--- src/hdl/jtag_scan_master_top_defines.svh ---
// Assertion macros shared by the JTAG scan master top level.
// Depends on nothing; every macro samples on aclk and is disabled while aresetn is low.
`ifndef JTAG_SCAN_MASTER_TOP_DEFINES_SVH
`define JTAG_SCAN_MASTER_TOP_DEFINES_SVH

// Antecedent implies consequent in the same cycle.
`define JSM_ASSERT_IMPLY(label, ante, cons) \
    label: assert property (@(posedge aclk) disable iff (!aresetn) (ante) |-> (cons)) \
        else $error("jtag scan master: implication check failed");

// The condition must never be observed.
`define JSM_ASSERT_NEVER(label, cond) \
    label: assert property (@(posedge aclk) disable iff (!aresetn) !(cond)) \
        else $error("jtag scan master: forbidden condition observed");

`endif

--- src/hdl/jsm_pkg.sv ---
// Package for the JTAG scan master: action codes, TMS sequences and queue types.
// No dependencies; imported by every module of the block.
`timescale 1ns / 1ps

package jsm_pkg;

    // Default scan length limit and fixed port widths
    localparam int MAX_SCAN_BITS_DEF = 64;
    localparam int ACTION_W          = 2;
    localparam int SHIFT_W           = 64;
    localparam int LENGTH_W          = 7;
    localparam int CAPTURE_W         = 64;

    // Action codes
    localparam logic [ACTION_W-1:0] ACT_TAP_RESET = 2'd0;
    localparam logic [ACTION_W-1:0] ACT_IR_SCAN   = 2'd1;
    localparam logic [ACTION_W-1:0] ACT_DR_SCAN   = 2'd2;
    localparam logic [ACTION_W-1:0] ACT_TICK      = 2'd3;

    // Header and trailer sequence widths
    localparam int HDR_PAT_W = 23;
    localparam int HDR_CNT_W = 5;
    localparam int TRL_PAT_W = 4;
    localparam int TRL_CNT_W = 3;

    // TMS sequences, sent least significant bit first
    localparam logic [HDR_PAT_W-1:0] RESET_TMS       = 23'h5fffff;
    localparam logic [HDR_CNT_W-1:0] RESET_LEN       = 5'd23;
    localparam logic [HDR_PAT_W-1:0] IR_TMS          = 23'd1;
    localparam logic [HDR_CNT_W-1:0] IR_LEN          = 5'd3;
    localparam logic [HDR_PAT_W-1:0] DR_TMS          = 23'd0;
    localparam logic [HDR_CNT_W-1:0] DR_LEN          = 5'd2;
    localparam logic [TRL_PAT_W-1:0] TRAIL_IDLE_TMS  = 4'd11;
    localparam logic [TRL_CNT_W-1:0] TRAIL_IDLE_LEN  = 3'd4;
    localparam logic [TRL_PAT_W-1:0] TRAIL_PAUSE_TMS = 4'd7;
    localparam logic [TRL_CNT_W-1:0] TRAIL_PAUSE_LEN = 3'd3;

    // Depth of the queue between the front and the back
    localparam int QUEUE_DEPTH = 2;

    // Decoded transaction as it travels through the queue
    typedef struct packed {
        logic                 is_tick;
        logic                 tdo;
        logic [HDR_PAT_W-1:0] hdr_pattern;
        logic [HDR_CNT_W-1:0] hdr_left;
        logic [TRL_PAT_W-1:0] trl_pattern;
        logic [TRL_CNT_W-1:0] trl_left;
    } jsm_cmd_t;

endpackage

--- src/hdl/jsm_front.sv ---
// Front end of the JTAG scan master: classifies each incoming transaction and
// decodes it into header, trailer and shift settings. Depends on jsm_pkg.
`timescale 1ns / 1ps

module jsm_front
    import jsm_pkg::*;
#(
    parameter int MAX_SCAN_BITS = MAX_SCAN_BITS_DEF
) (
    input  logic [ACTION_W-1:0]                      s_action,
    input  logic [SHIFT_W-1:0]                       s_shift_in,
    input  logic [LENGTH_W-1:0]                      s_length,
    input  logic                                     s_end_in_idle,
    input  logic                                     s_tdo,
    output jsm_cmd_t                                 cmd,
    output logic [MAX_SCAN_BITS-1:0]                 shift_data,
    output logic [$clog2(MAX_SCAN_BITS + 1)-1:0]     scan_len
);

    localparam int CNT_W = $clog2(MAX_SCAN_BITS + 1);

    logic len_over;

    // Lengths beyond the supported maximum are clamped to it.
    assign len_over   = (s_length > LENGTH_W'(MAX_SCAN_BITS));
    assign shift_data = s_shift_in[MAX_SCAN_BITS-1:0];

    // Decode the action into the sequences the back end will run.
    always_comb begin
        cmd.is_tick     = (s_action == ACT_TICK);
        cmd.tdo         = s_tdo;
        cmd.hdr_pattern = DR_TMS;
        cmd.hdr_left    = DR_LEN;
        cmd.trl_pattern = s_end_in_idle ? TRAIL_IDLE_TMS : TRAIL_PAUSE_TMS;
        cmd.trl_left    = s_end_in_idle ? TRAIL_IDLE_LEN : TRAIL_PAUSE_LEN;
        scan_len        = len_over ? CNT_W'(MAX_SCAN_BITS) : s_length[CNT_W-1:0];
        case (s_action)
            ACT_TAP_RESET: begin
                cmd.hdr_pattern = RESET_TMS;
                cmd.hdr_left    = RESET_LEN;
                cmd.trl_pattern = '0;
                cmd.trl_left    = '0;
                scan_len        = '0;
            end
            ACT_IR_SCAN: begin
                cmd.hdr_pattern = IR_TMS;
                cmd.hdr_left    = IR_LEN;
            end
            ACT_DR_SCAN: begin
                cmd.hdr_pattern = DR_TMS;
                cmd.hdr_left    = DR_LEN;
            end
            default: begin
                cmd.hdr_pattern = DR_TMS;
                cmd.hdr_left    = DR_LEN;
            end
        endcase
    end

endmodule

--- src/hdl/jsm_queue.sv ---
// Short first-in first-out queue that decouples the front end from the back end.
// Depends on jsm_pkg for its depth.
`timescale 1ns / 1ps

module jsm_queue
    import jsm_pkg::*;
#(
    parameter int DATA_W = 8
) (
    input  logic              aclk,
    input  logic              aresetn,
    input  logic              wr_valid,
    output logic              wr_ready,
    input  logic [DATA_W-1:0] wr_data,
    output logic              rd_valid,
    input  logic              rd_ready,
    output logic [DATA_W-1:0] rd_data
);

    localparam int PTR_W = (QUEUE_DEPTH > 1) ? $clog2(QUEUE_DEPTH) : 1;
    localparam int CNT_W = $clog2(QUEUE_DEPTH + 1);

    logic [DATA_W-1:0] entry_reg [QUEUE_DEPTH];
    logic [PTR_W-1:0]  wr_ptr_reg, wr_ptr_next;
    logic [PTR_W-1:0]  rd_ptr_reg, rd_ptr_next;
    logic [CNT_W-1:0]  count_reg, count_next;
    logic              push, pop;

    assign wr_ready = (count_reg != CNT_W'(QUEUE_DEPTH));
    assign rd_valid = (count_reg != '0);
    assign rd_data  = entry_reg[rd_ptr_reg];
    assign push     = wr_valid && wr_ready;
    assign pop      = rd_valid && rd_ready;

    // Pointer and fill count update, wrapping at the queue depth.
    always_comb begin
        wr_ptr_next = wr_ptr_reg;
        rd_ptr_next = rd_ptr_reg;
        count_next  = count_reg;
        if (push) begin
            wr_ptr_next = (wr_ptr_reg == PTR_W'(QUEUE_DEPTH - 1)) ? '0 : wr_ptr_reg + 1'b1;
        end
        if (pop) begin
            rd_ptr_next = (rd_ptr_reg == PTR_W'(QUEUE_DEPTH - 1)) ? '0 : rd_ptr_reg + 1'b1;
        end
        if (push && !pop) begin
            count_next = count_reg + 1'b1;
        end else if (pop && !push) begin
            count_next = count_reg - 1'b1;
        end
    end

    always_ff @(posedge aclk) begin
        if (!aresetn) begin
            wr_ptr_reg <= '0;
            rd_ptr_reg <= '0;
            count_reg  <= '0;
        end else begin
            wr_ptr_reg <= wr_ptr_next;
            rd_ptr_reg <= rd_ptr_next;
            count_reg  <= count_next;
        end
    end

    // Storage is written on every accepted transaction.
    always_ff @(posedge aclk) begin
        if (push) begin
            entry_reg[wr_ptr_reg] <= wr_data;
        end
    end

endmodule

--- src/hdl/jsm_back.sv ---
// Back end of the JTAG scan master: the TAP sequencer that runs header, shift and
// trailer one TCK cycle per tick, with a registered result stage. Depends on jsm_pkg.
`timescale 1ns / 1ps

module jsm_back
    import jsm_pkg::*;
#(
    parameter int MAX_SCAN_BITS = MAX_SCAN_BITS_DEF
) (
    input  logic                                 aclk,
    input  logic                                 aresetn,
    input  logic                                 q_valid,
    output logic                                 q_ready,
    input  jsm_cmd_t                             cmd,
    input  logic [MAX_SCAN_BITS-1:0]             shift_data,
    input  logic [$clog2(MAX_SCAN_BITS + 1)-1:0] scan_len,
    output logic                                 m_valid,
    input  logic                                 m_ready,
    output logic                                 m_clock_cycle,
    output logic                                 m_tms,
    output logic                                 m_tdi,
    output logic                                 m_busy_res,
    output logic                                 m_done_res,
    output logic [CAPTURE_W-1:0]                 m_captured,
    output logic                                 m_rejected
);

    localparam int CNT_W = $clog2(MAX_SCAN_BITS + 1);
    localparam int IDX_W = (MAX_SCAN_BITS > 1) ? $clog2(MAX_SCAN_BITS) : 1;

    // Sequencer phases
    localparam logic [1:0] PH_IDLE    = 2'd0;
    localparam logic [1:0] PH_HEADER  = 2'd1;
    localparam logic [1:0] PH_SHIFT   = 2'd2;
    localparam logic [1:0] PH_TRAILER = 2'd3;

    logic [1:0]               phase_reg, phase_next;
    logic [HDR_PAT_W-1:0]     hdr_pat_reg, hdr_pat_next;
    logic [HDR_CNT_W-1:0]     hdr_left_reg, hdr_left_next;
    logic [TRL_PAT_W-1:0]     trl_pat_reg, trl_pat_next;
    logic [TRL_CNT_W-1:0]     trl_left_reg, trl_left_next;
    logic [MAX_SCAN_BITS-1:0] out_shift_reg, out_shift_next;
    logic [MAX_SCAN_BITS-1:0] in_capture_reg, in_capture_next;
    logic [CNT_W-1:0]         bit_index_reg, bit_index_next;
    logic [CNT_W-1:0]         scan_len_reg, scan_len_next;
    logic                     tdi_level_reg, tdi_level_next;

    logic                     m_valid_reg;
    logic                     clock_cycle_reg, clock_cycle_next;
    logic                     tms_reg, tms_next;
    logic                     busy_reg;
    logic                     done_reg, done_next;
    logic [CAPTURE_W-1:0]     captured_reg;
    logic                     rejected_reg, rejected_next;

    logic                     step;
    logic [CNT_W:0]           bit_inc;

    // A queued transaction is taken whenever the result stage is free or draining.
    assign q_ready = !m_valid_reg || m_ready;
    assign step    = q_valid && q_ready;
    assign bit_inc = {1'b0, bit_index_reg} + 1'b1;

    // Sequencer next state and result for the transaction at the queue head.
    always_comb begin
        phase_next       = phase_reg;
        hdr_pat_next     = hdr_pat_reg;
        hdr_left_next    = hdr_left_reg;
        trl_pat_next     = trl_pat_reg;
        trl_left_next    = trl_left_reg;
        out_shift_next   = out_shift_reg;
        in_capture_next  = in_capture_reg;
        bit_index_next   = bit_index_reg;
        scan_len_next    = scan_len_reg;
        tdi_level_next   = tdi_level_reg;
        clock_cycle_next = 1'b0;
        tms_next         = 1'b0;
        done_next        = 1'b0;
        rejected_next    = 1'b0;
        if (!cmd.is_tick) begin
            // Commands load the sequencer only when it is idle.
            if (phase_reg != PH_IDLE) begin
                rejected_next = 1'b1;
            end else begin
                out_shift_next  = shift_data;
                in_capture_next = '0;
                bit_index_next  = '0;
                hdr_pat_next    = cmd.hdr_pattern;
                hdr_left_next   = cmd.hdr_left;
                trl_pat_next    = cmd.trl_pattern;
                trl_left_next   = cmd.trl_left;
                scan_len_next   = scan_len;
                phase_next      = PH_HEADER;
            end
        end else begin
            case (phase_reg)
                PH_HEADER: begin
                    clock_cycle_next = 1'b1;
                    tms_next         = hdr_pat_reg[0];
                    hdr_pat_next     = hdr_pat_reg >> 1;
                    if (hdr_left_reg != '0) begin
                        hdr_left_next = hdr_left_reg - 1'b1;
                    end
                    if (hdr_left_next == '0) begin
                        if (scan_len_reg != '0) begin
                            phase_next = PH_SHIFT;
                        end else if (trl_left_reg != '0) begin
                            phase_next = PH_TRAILER;
                        end else begin
                            phase_next = PH_IDLE;
                            done_next  = 1'b1;
                        end
                    end
                end
                PH_SHIFT: begin
                    clock_cycle_next = 1'b1;
                    tdi_level_next   = out_shift_reg[0];
                    out_shift_next   = out_shift_reg >> 1;
                    in_capture_next[bit_index_reg[IDX_W-1:0]] = cmd.tdo;
                    bit_index_next   = bit_inc[CNT_W-1:0];
                    if (bit_inc >= {1'b0, scan_len_reg}) begin
                        if (trl_left_reg != '0) begin
                            phase_next = PH_TRAILER;
                        end else begin
                            phase_next = PH_IDLE;
                            done_next  = 1'b1;
                        end
                    end
                end
                PH_TRAILER: begin
                    clock_cycle_next = 1'b1;
                    tms_next         = trl_pat_reg[0];
                    trl_pat_next     = trl_pat_reg >> 1;
                    if (trl_left_reg != '0) begin
                        trl_left_next = trl_left_reg - 1'b1;
                    end
                    if (trl_left_next == '0) begin
                        phase_next = PH_IDLE;
                        done_next  = 1'b1;
                    end
                end
                default: begin
                    // A tick while idle leaves everything as it is.
                    phase_next = PH_IDLE;
                end
            endcase
        end
    end

    // Sequencer control state.
    always_ff @(posedge aclk) begin
        if (!aresetn) begin
            phase_reg     <= PH_IDLE;
            hdr_pat_reg   <= '0;
            hdr_left_reg  <= '0;
            trl_pat_reg   <= '0;
            trl_left_reg  <= '0;
            bit_index_reg <= '0;
            scan_len_reg  <= '0;
            tdi_level_reg <= 1'b0;
        end else if (step) begin
            phase_reg     <= phase_next;
            hdr_pat_reg   <= hdr_pat_next;
            hdr_left_reg  <= hdr_left_next;
            trl_pat_reg   <= trl_pat_next;
            trl_left_reg  <= trl_left_next;
            bit_index_reg <= bit_index_next;
            scan_len_reg  <= scan_len_next;
            tdi_level_reg <= tdi_level_next;
        end
    end

    // Shift data and captured TDO bits.
    always_ff @(posedge aclk) begin
        if (step) begin
            out_shift_reg  <= out_shift_next;
            in_capture_reg <= in_capture_next;
        end
    end

    // Result stage valid flag.
    always_ff @(posedge aclk) begin
        if (!aresetn) begin
            m_valid_reg <= 1'b0;
        end else if (step) begin
            m_valid_reg <= 1'b1;
        end else if (m_ready) begin
            m_valid_reg <= 1'b0;
        end
    end

    // Result stage payload.
    always_ff @(posedge aclk) begin
        if (step) begin
            clock_cycle_reg <= clock_cycle_next;
            tms_reg         <= tms_next;
            busy_reg        <= (phase_next != PH_IDLE);
            done_reg        <= done_next;
            captured_reg    <= done_next ? CAPTURE_W'(in_capture_next) : '0;
            rejected_reg    <= rejected_next;
        end
    end

    assign m_valid       = m_valid_reg;
    assign m_clock_cycle = clock_cycle_reg;
    assign m_tms         = tms_reg;
    assign m_tdi         = tdi_level_reg;
    assign m_busy_res    = busy_reg;
    assign m_done_res    = done_reg;
    assign m_captured    = captured_reg;
    assign m_rejected    = rejected_reg;

endmodule

--- src/hdl/jtag_scan_master_top.sv ---
// JTAG scan master top level: front decoder, decoupling queue and TAP sequencer.
// Depends on jsm_pkg, jsm_front, jsm_queue, jsm_back and the assertion header.
`timescale 1ns / 1ps
`include "jtag_scan_master_top_defines.svh"

// The block takes one transaction per clock while its queue has room and the
// receiver takes results, and returns exactly one result for each. A command
// (TAP reset, instruction scan or data scan) loads the sequencer and makes no TCK
// pulse; every following tick transaction until the command completes makes one
// TCK cycle, reporting the TMS and TDI levels driven and, in the shift, capturing
// the TDO level given with it. A command that arrives while another is still
// running is dropped and flagged as rejected. A transaction waits in the
// decoupling queue and its result is then registered in the result stage before
// it is presented; the sustained rate is one transaction per clock, set by the
// sequencer, which updates its state once per transaction. Scans are limited to
// MAX_SCAN_BITS bits and longer lengths are clamped; the TDO bits of a scan are
// reported on the result that completes the command.
module jtag_scan_master_top
    import jsm_pkg::*;
#(
    parameter int MAX_SCAN_BITS = MAX_SCAN_BITS_DEF
) (
    input  logic                 aclk,
    input  logic                 aresetn,
    input  logic                 s_valid,
    output logic                 s_ready,
    input  logic [ACTION_W-1:0]  s_action,
    input  logic [SHIFT_W-1:0]   s_shift_in,
    input  logic [LENGTH_W-1:0]  s_length,
    input  logic                 s_end_in_idle,
    input  logic                 s_tdo,
    output logic                 m_valid,
    input  logic                 m_ready,
    output logic                 m_clock_cycle,
    output logic                 m_tms,
    output logic                 m_tdi,
    output logic                 m_busy_res,
    output logic                 m_done_res,
    output logic [CAPTURE_W-1:0] m_captured,
    output logic                 m_rejected
);

    localparam int CNT_W  = $clog2(MAX_SCAN_BITS + 1);
    localparam int CMD_W  = $bits(jsm_cmd_t);
    localparam int DATA_W = CMD_W + MAX_SCAN_BITS + CNT_W;

    jsm_cmd_t                 front_cmd;
    logic [MAX_SCAN_BITS-1:0] front_shift;
    logic [CNT_W-1:0]         front_len;
    logic [DATA_W-1:0]        wr_data;
    logic [DATA_W-1:0]        rd_data;
    logic                     q_valid;
    logic                     q_ready;
    jsm_cmd_t                 back_cmd;
    logic [MAX_SCAN_BITS-1:0] back_shift;
    logic [CNT_W-1:0]         back_len;

    // Classify and decode each incoming transaction.
    jsm_front #(
        .MAX_SCAN_BITS (MAX_SCAN_BITS)
    ) u_front (
        .s_action      (s_action),
        .s_shift_in    (s_shift_in),
        .s_length      (s_length),
        .s_end_in_idle (s_end_in_idle),
        .s_tdo         (s_tdo),
        .cmd           (front_cmd),
        .shift_data    (front_shift),
        .scan_len      (front_len)
    );

    assign wr_data = {front_cmd, front_shift, front_len};

    // Queue between decoder and sequencer.
    jsm_queue #(
        .DATA_W (DATA_W)
    ) u_queue (
        .aclk     (aclk),
        .aresetn  (aresetn),
        .wr_valid (s_valid),
        .wr_ready (s_ready),
        .wr_data  (wr_data),
        .rd_valid (q_valid),
        .rd_ready (q_ready),
        .rd_data  (rd_data)
    );

    assign {back_cmd, back_shift, back_len} = rd_data;

    // TAP sequencer and result register.
    jsm_back #(
        .MAX_SCAN_BITS (MAX_SCAN_BITS)
    ) u_back (
        .aclk          (aclk),
        .aresetn       (aresetn),
        .q_valid       (q_valid),
        .q_ready       (q_ready),
        .cmd           (back_cmd),
        .shift_data    (back_shift),
        .scan_len      (back_len),
        .m_valid       (m_valid),
        .m_ready       (m_ready),
        .m_clock_cycle (m_clock_cycle),
        .m_tms         (m_tms),
        .m_tdi         (m_tdi),
        .m_busy_res    (m_busy_res),
        .m_done_res    (m_done_res),
        .m_captured    (m_captured),
        .m_rejected    (m_rejected)
    );

    // A finished command leaves the sequencer idle, and only a clocked tick finishes one.
    `JSM_ASSERT_IMPLY(a_done_not_busy, m_valid && m_done_res, !m_busy_res && m_clock_cycle)
    // A rejected command means one was running, and it makes no TCK pulse.
    `JSM_ASSERT_IMPLY(a_reject_busy, m_valid && m_rejected, m_busy_res && !m_clock_cycle)
    // Capture data is only reported with the completion of a command.
    `JSM_ASSERT_IMPLY(a_capture_with_done, m_valid && !m_done_res, m_captured == '0)
    // A rejected command can never complete anything.
    `JSM_ASSERT_NEVER(a_reject_done, m_valid && m_rejected && m_done_res)

endmodule

--- config.mk ---
export PLATFORM = sky130hd
export DESIGN_NAME = jtag_scan_master_top
export DESIGN_NICKNAME = d
export VERILOG_FILES = /design/src/hdl/jsm_pkg.sv /design/src/hdl/jsm_front.sv /design/src/hdl/jsm_queue.sv /design/src/hdl/jsm_back.sv /design/src/hdl/jtag_scan_master_top.sv
export VERILOG_INCLUDE_DIRS = /design/src /design/src/hdl
export SDC_FILE = /design/constraint.sdc
export NUM_CORES = 1
export LEC_CHECK = 0
export BUFFER_PORTS_ARGS = -buffer_cell sky130_fd_sc_hd__buf_2
export CAP_MARGIN = 20
export CORE_AREA = 4 4 188 190
export CTS_BUF_LIST = sky130_fd_sc_hd__clkbuf_2 sky130_fd_sc_hd__clkbuf_4 sky130_fd_sc_hd__clkbuf_8
export CTS_CLUSTER_DIAMETER = 120
export DETAILED_ROUTE_END_ITERATION = 8
export DIE_AREA = 0 0 192 194
export PLACE_DENSITY = 0.9
export SYNTH_ARGS = -nofsm -noshare
export SYNTH_HDL_FRONTEND = slang
export SYNTH_HIERARCHICAL = 1
export SYNTH_SLANG_ARGS = --single-unit
--- constraint.sdc ---
create_clock -name aclk -period 6.2 [get_ports aclk]
set_input_delay 0.62 -clock aclk [delete_from_list [all_inputs] [get_ports aclk]]
set_output_delay 0.62 -clock aclk [all_outputs]
set_load 0.1 [all_outputs]
After elaboration in Yosys (flattened, before gate mapping) --
Memories as Yosys holds them, arrays and structs flattened. A register that Yosys moved wholly into a read port is not among the register bits. Cells that the tools add are included.
Cells by class: add/subtract/negate cells 7, order comparisons 4, equal/unequal tests 10, mux-type cells 64, bitwise logic cells 2, reduce and logical (&&, ||, !) cells 26
Operators by type and width (number):
- 64-bit 2-to-1 mux | 6
- 23-bit 2-to-1 mux | 3
- 64-bit bitwise mux | 1
- 28-bit case mux with 2 select lines | 1
- 7-bit 2-to-1 mux | 6
- 5-bit 2-to-1 mux | 6
- 3-bit 2-to-1 mux | 7
- 2-bit 2-to-1 mux | 9
- 1-bit 2-to-1 mux | 17
- 4-bit 2-to-1 mux | 4
- 3-bit AND reduction | 5
- 2-bit nonzero test | 5
- 7-bit by 1-bit adder with 8-bit output (second input constant) | 1
- 8-bit by 7-bit greater-or-equal comparator with 1-bit output | 1
- 7-bit > comparator (second input constant) | 1
- 6-bit by 7-bit less-than comparator with 1-bit output (second input constant) | 1
- 7-bit nonzero test | 1
- 1-bit demux with 6-bit select | 1
- 2-bit == test (second input constant) | 3
- 6-bit by 1-bit greater-or-equal comparator with 1-bit output (second input constant) | 1
- 2-bit by 1-bit inequality test with 1-bit output (second input constant) | 3
- 2-bit case mux with 3 select lines | 1
- 1-bit logical AND | 5
- 5-bit zero test | 1
- 17 further kinds | 23
Word-level totals: flip-flop bits (word level) 254, RAM bits 216, bits of input ports 79, output and inout bits 72, memories kept 1
Memory list:
- u_queue.entry_reg | depth 2, width 108, rd ports 1, clocked after memory_dff 1, wr ports 1, line jsm_queue.sv:23 | logic [DATA_W-1:0] entry_reg [QUEUE_DEPTH];

Logic depth before layout (Yosys ltp) --
depth after elaboration 9, gate-level depth with buffers 13

Modules after synthesis --
Netlist, hierarchy kept.
Modules (own cells, without submodules):
- jsm_back | times used 1, cells each 997, area each 11985.2 µm², sequential area each 6976.7 µm²
- jsm_queue | times used 1, cells each 360, area each 8105.3 µm², sequential area each 6586.3 µm²
- jsm_front | times used 1, cells each 111, area each 840.8 µm², sequential area each 0.0 µm²

Worst setup path before layout --
No wires, ideal clock.
path kind reg-to-reg, from register u_back.m_valid_reg (netlist: u_back/m_valid), to register u_back.trl_left_reg[0], data arrival time 5.141 ns, required time 6.085 ns, path slack 0.944 ns, stages on the path, launching flop included 8, buffers on the path 0, cells stage by stage dfxtp_1 -> nand2b_1 -> nand2_1 -> inv_1 -> o21ai_0 -> a21oi_1 -> o22ai_1 -> and2_1
On the way: longest elaborated chain between the ends 4
RTL lines:
- from (decl) | line jsm_back.sv:48 | logic m_valid_reg;
- from (signal assigned) | line jsm_back.sv:184 | m_valid_reg <= 1'b0;
- from (signal assigned) | line jsm_back.sv:186 | m_valid_reg <= 1'b1;
- from (signal assigned) | line jsm_back.sv:188 | m_valid_reg <= 1'b0;
- 1-bit zero test | line jsm_back.sv:60 | assign q_ready = !m_valid_reg || m_ready;
- 1-bit logical OR | line jsm_back.sv:60
- net q_ready | line jtag_scan_master_top.sv:53 | logic q_ready;
- 1-bit logical AND | line jsm_back.sv:61 | assign step = q_valid && q_ready;
- net u_back.step | line jsm_back.sv:56 | logic step;
- 3-bit AND reduction (no source line)
- to (signal assigned) | line jsm_back.sv:166 | trl_left_reg <= trl_left_next;
- to (decl) | line jsm_back.sv:41 | logic [TRL_CNT_W-1:0] trl_left_reg, trl_left_next;
The timed path passes the listed nets, and every way through them passes these cells. A chain may end at the register's enable or synchronous reset.

==> flow_metrics.py <==
metrics = {
    "clocking": {
        "hold_buffers": 0,
        "cts_made_buffers": 75,
        "cts.clk_slew.worst_paths_ns": 0.06,
        "cts-resized-gates": 0,
        "cts_buffer_depth": 3,
        "clk_latency_ns": 0.62,
        "cts_sinks": 471,
        "cts_tree": "built",
        "cts-htree-levels": 3,
        "cts_root_buf": "clkbuf_8",
        "postCtsSetupRepairBufs": 0,
    },
    "place": {
        "gp_congestion": 0.8127,
        "place_ws_ns": 2.303,
        "port-buffer-count": 150,
        "dp_hpwl_um": 22670,
    },
    "critical_path": {
        "required_ns": 6.46,
        "endpoint_kind": "flip-flop",
        "crit_family": "buffers and inverters",
        "path_buf_inv": 2,
        "crit_type": "reg2reg",
        "cpPeakStageDelay_ns": 0.71,
        "cp-start-kind": "flip-flop",
        "path_cells": "mux2_4 > nand3_1 > nor2_1 > nor2_1 > inv_2 > buf_4",
        "slowest_stage": "mux2_4",
        "crit_fanout": 58,
        "arrival_ns": 3.86,
        "crit_top_cell": "nor2_1",
    },
    "floorplanning": {
        "initial_core_util_pct": 62.58,
        "die_w_um": 192,
        "die_h_um": 194,
        "io_pins": 151,
        "dieArea_sq_um": 37250,
        "core_sq_um": 33450,
        "rows": 67,
    },
    "grt": {
        "grt.total_usage_pct": 20.59,
        "antenna_found_initial": 3,
        "overflow": 0,
        "grt_max_degree": 83,
        "grt_pass1_wl_um": 61440,
        "grt_pass1_vias": 11820,
    },
    "detailed_routing": {
        "wire_per_inst_um": 18.74,
        "drt-pass1-iter-count": 5,
        "wl_um": 38270,
        "vias": 11539,
        "ant_nets": 0,
        "drt_iter0_markers": 1034,
        "drc": 0,
        "viasPerCell": 5.651,
    },
    "synth": {
        "synthAdderAreaFrac_pct": 0.7173,
        "syn_area_sq_um": 20930,
        "synth_compound_gate_area_share_pct": 4.585,
        "syn_inst": 1468,
        "async_flop_share_pct": 0,
        "synthXorXnorAreaFrac_pct": 0.4603,
        "ys.flop_type": "edfxtp_1",
        "synth_top_family_by_area": "multiplexers",
        "yosysWarnings": 6,
        "synth_area_per_cell_sq_um": 14.26,
        "ys_ff_latch": 471,
        "synth-simple-area-share_pct": 9.696,
        "synth.distinct_cells": 73,
        "synthMuxAreaShare_pct": 13.81,
        "ys_seq_area_share_pct": 64.80,
        "synth_edf_count": 413,
    },
    "sta": {
        "tightestPinTransition_ns": 0.9384,
        "rsz0062_at_grt": "no",
        "finalCriticalPeriod_ns": 3.597,
        "tns_ns": 0,
        "hold_ws_ns": 0.1838,
        "fin_skew_ns": 0.02744,
        "fin_ws_ns": 2.603,
        "timing.fmax_ghz": 0.2780,
        "timing.final.crit_share_pct": 58.01,
        "slew_viol_final": 0,
        "relSlewSlack_pct": 37.35,
        "setup_violations": 0,
        "hold_viol": 0,
    },
    "power_and_ir_drop": {
        "irDropWorstVdd_v": 0.0004826,
        "power_density_nw_per_um2": 503.4,
        "p_leak_nw": 8.088,
        "power_mw": 11.46,
    },
    "final_layout": {
        "antenna_cells": 0,
        "drive_above_1_share_pct": 33.81,
        "largest_reg_flops": 216,
        "fill_cells": 2203,
        "fin_nets": 1629,
        "synthToLayoutAreaGrowth_pct": 8.727,
    },
    "hold_path": {
        "worstHoldPathType": "in2reg",
        "min-delay-start": "s_shift_in[44]",
    },
    "flow_run": {
        "cap_violations": 0,
    },
    "status": {
        "status": "complete, no violations",
    },
}
-- per-layer routing --
metal / global-route usage, % / part of all wire (%) / wire length, um / up-vias
li1: - / - / - / 5424
met1: 27.27 / 42 / 16080 / 5657
met2: 33.92 / 49 / 18880 / 378
met3: 4.699 / 6.5 / 2469 / 74
met4: 6.867 / 2.1 / 799 / 6
met5: 0 / 0.10 / 40 / -
-- synthesized netlist by cell type, types with 12 or more instances --
master | count | share of area [%]
edfxtp_1 | 413 | 59
nor2b_1 | 19 | 0.57
a21oi_1 | 26 | 0.62
nand3_1 | 16 | 0.38
mux2i_1 | 89 | 4.3
buf_4 | 97 | 3.5
nor2_1 | 81 | 1.5
buf_2 | 28 | 0.67
inv_1 | 20 | 0.36
mux2_2 | 151 | 8.1
ha_1 | 12 | 0.72
dfxtp_1 | 58 | 5.5
mux2_4 | 20 | 1.4
o21ai_0 | 67 | 1.6
clkbuf_1 | 32 | 0.57
nand2_1 | 126 | 2.3
nor2b_2 | 41 | 1.7
a211oi_1 | 26 | 0.93
-- metrics by stage --
stage	util, %	area (sq um)	instances
after floorplan	-	20940	1469
after global placement	63.46	21230	1907
after detailed placement	63.46	21230	1907
after CTS	67.90	22710	2040
after global routing	68.04	22760	2042
final	68.04	22760	2042
-- cell usage in the layout, fill, tap and decap left out, types with 4 or more instances in the layout --
| cell type | Yosys | layout |
|---|---|---|
| and2_1 | 8 | 8 |
| clkinv_2 | 0 | 18 |
| mux2_2 | 151 | 150 |
| clkinv_1 | 0 | 11 |
| o21ai_1 | 10 | 10 |
| nor2_1 | 81 | 79 |
| nor2b_2 | 41 | 41 |
| nor3b_2 | 6 | 6 |
| edfxtp_1 | 413 | 413 |
| nand2b_1 | 6 | 6 |
| nor2b_4 | 9 | 9 |
| nand3_1 | 16 | 16 |
| nor2b_1 | 19 | 19 |
| buf_2 | 28 | 150 |
| o21ai_0 | 67 | 67 |
| a21oi_1 | 26 | 26 |
| mux2_4 | 20 | 21 |
| buf_4 | 97 | 12 |
| xnor2_1 | 7 | 7 |
| clkbuf_8 | 0 | 81 |
| nand2_1 | 126 | 126 |
| mux2i_1 | 89 | 89 |
| inv_1 | 20 | 17 |
| ha_1 | 12 | 12 |
| or3_1 | 4 | 4 |
| xor2_1 | 4 | 4 |
| a211oi_1 | 26 | 26 |
| nor3_1 | 10 | 9 |
| dfxtp_1 | 58 | 57 |
| clkbuf_4 | 0 | 15 |
-- area by class of cell --
| cell class | count | area [sq um] | share of cell area [%] |
|---|---|---|---|
| timing repair buffer | 164 | 888.4 | 3.903 |
| inverter | 22 | 87.58 | 0.3848 |
| tap | 448 | 560.5 | 2.463 |
| multi-input combinational | 804 | 6171 | 27.12 |
| sequential | 471 | 13570 | 59.61 |
| clock buffer | 96 | 1227 | 5.393 |
| clock inverter | 37 | 256.5 | 1.127 |
-- report_power, final --
part           total, mW  internal, mW  switching [mW]  leakage, nW
Combinational       3.93          1.16            2.77         2.89
Sequential          4.92          4.61           0.314         4.41
Clock               2.60          1.40            1.21        0.791
Total               11.5          7.16            4.29         8.09
-- worst paths after layout --
check	depth (start not counted)	slack [ns]	end
max	6	2.60	u_back/out_shift_reg[35]
min	1	0.18	u_queue/entry_reg[0][51]
max reg2reg	6	2.60	u_back/out_shift_reg[35]
min reg2reg	2	0.48	u_back/hdr_pat_reg[22]
-- cells by family (layout without fill, tap and decap cells) --
logic type | after synthesis | count (layout)
compound gates | 159 | 159
xor+xnor | 11 | 11
fa+ha+maj | 12 | 12
buf+inv | 194 | 319
flops | 471 | 471
mux | 260 | 260
other cells | 2 | 3
simple gates | 359 | 359
Note: power is estimated with default switching activity, not from simulation.
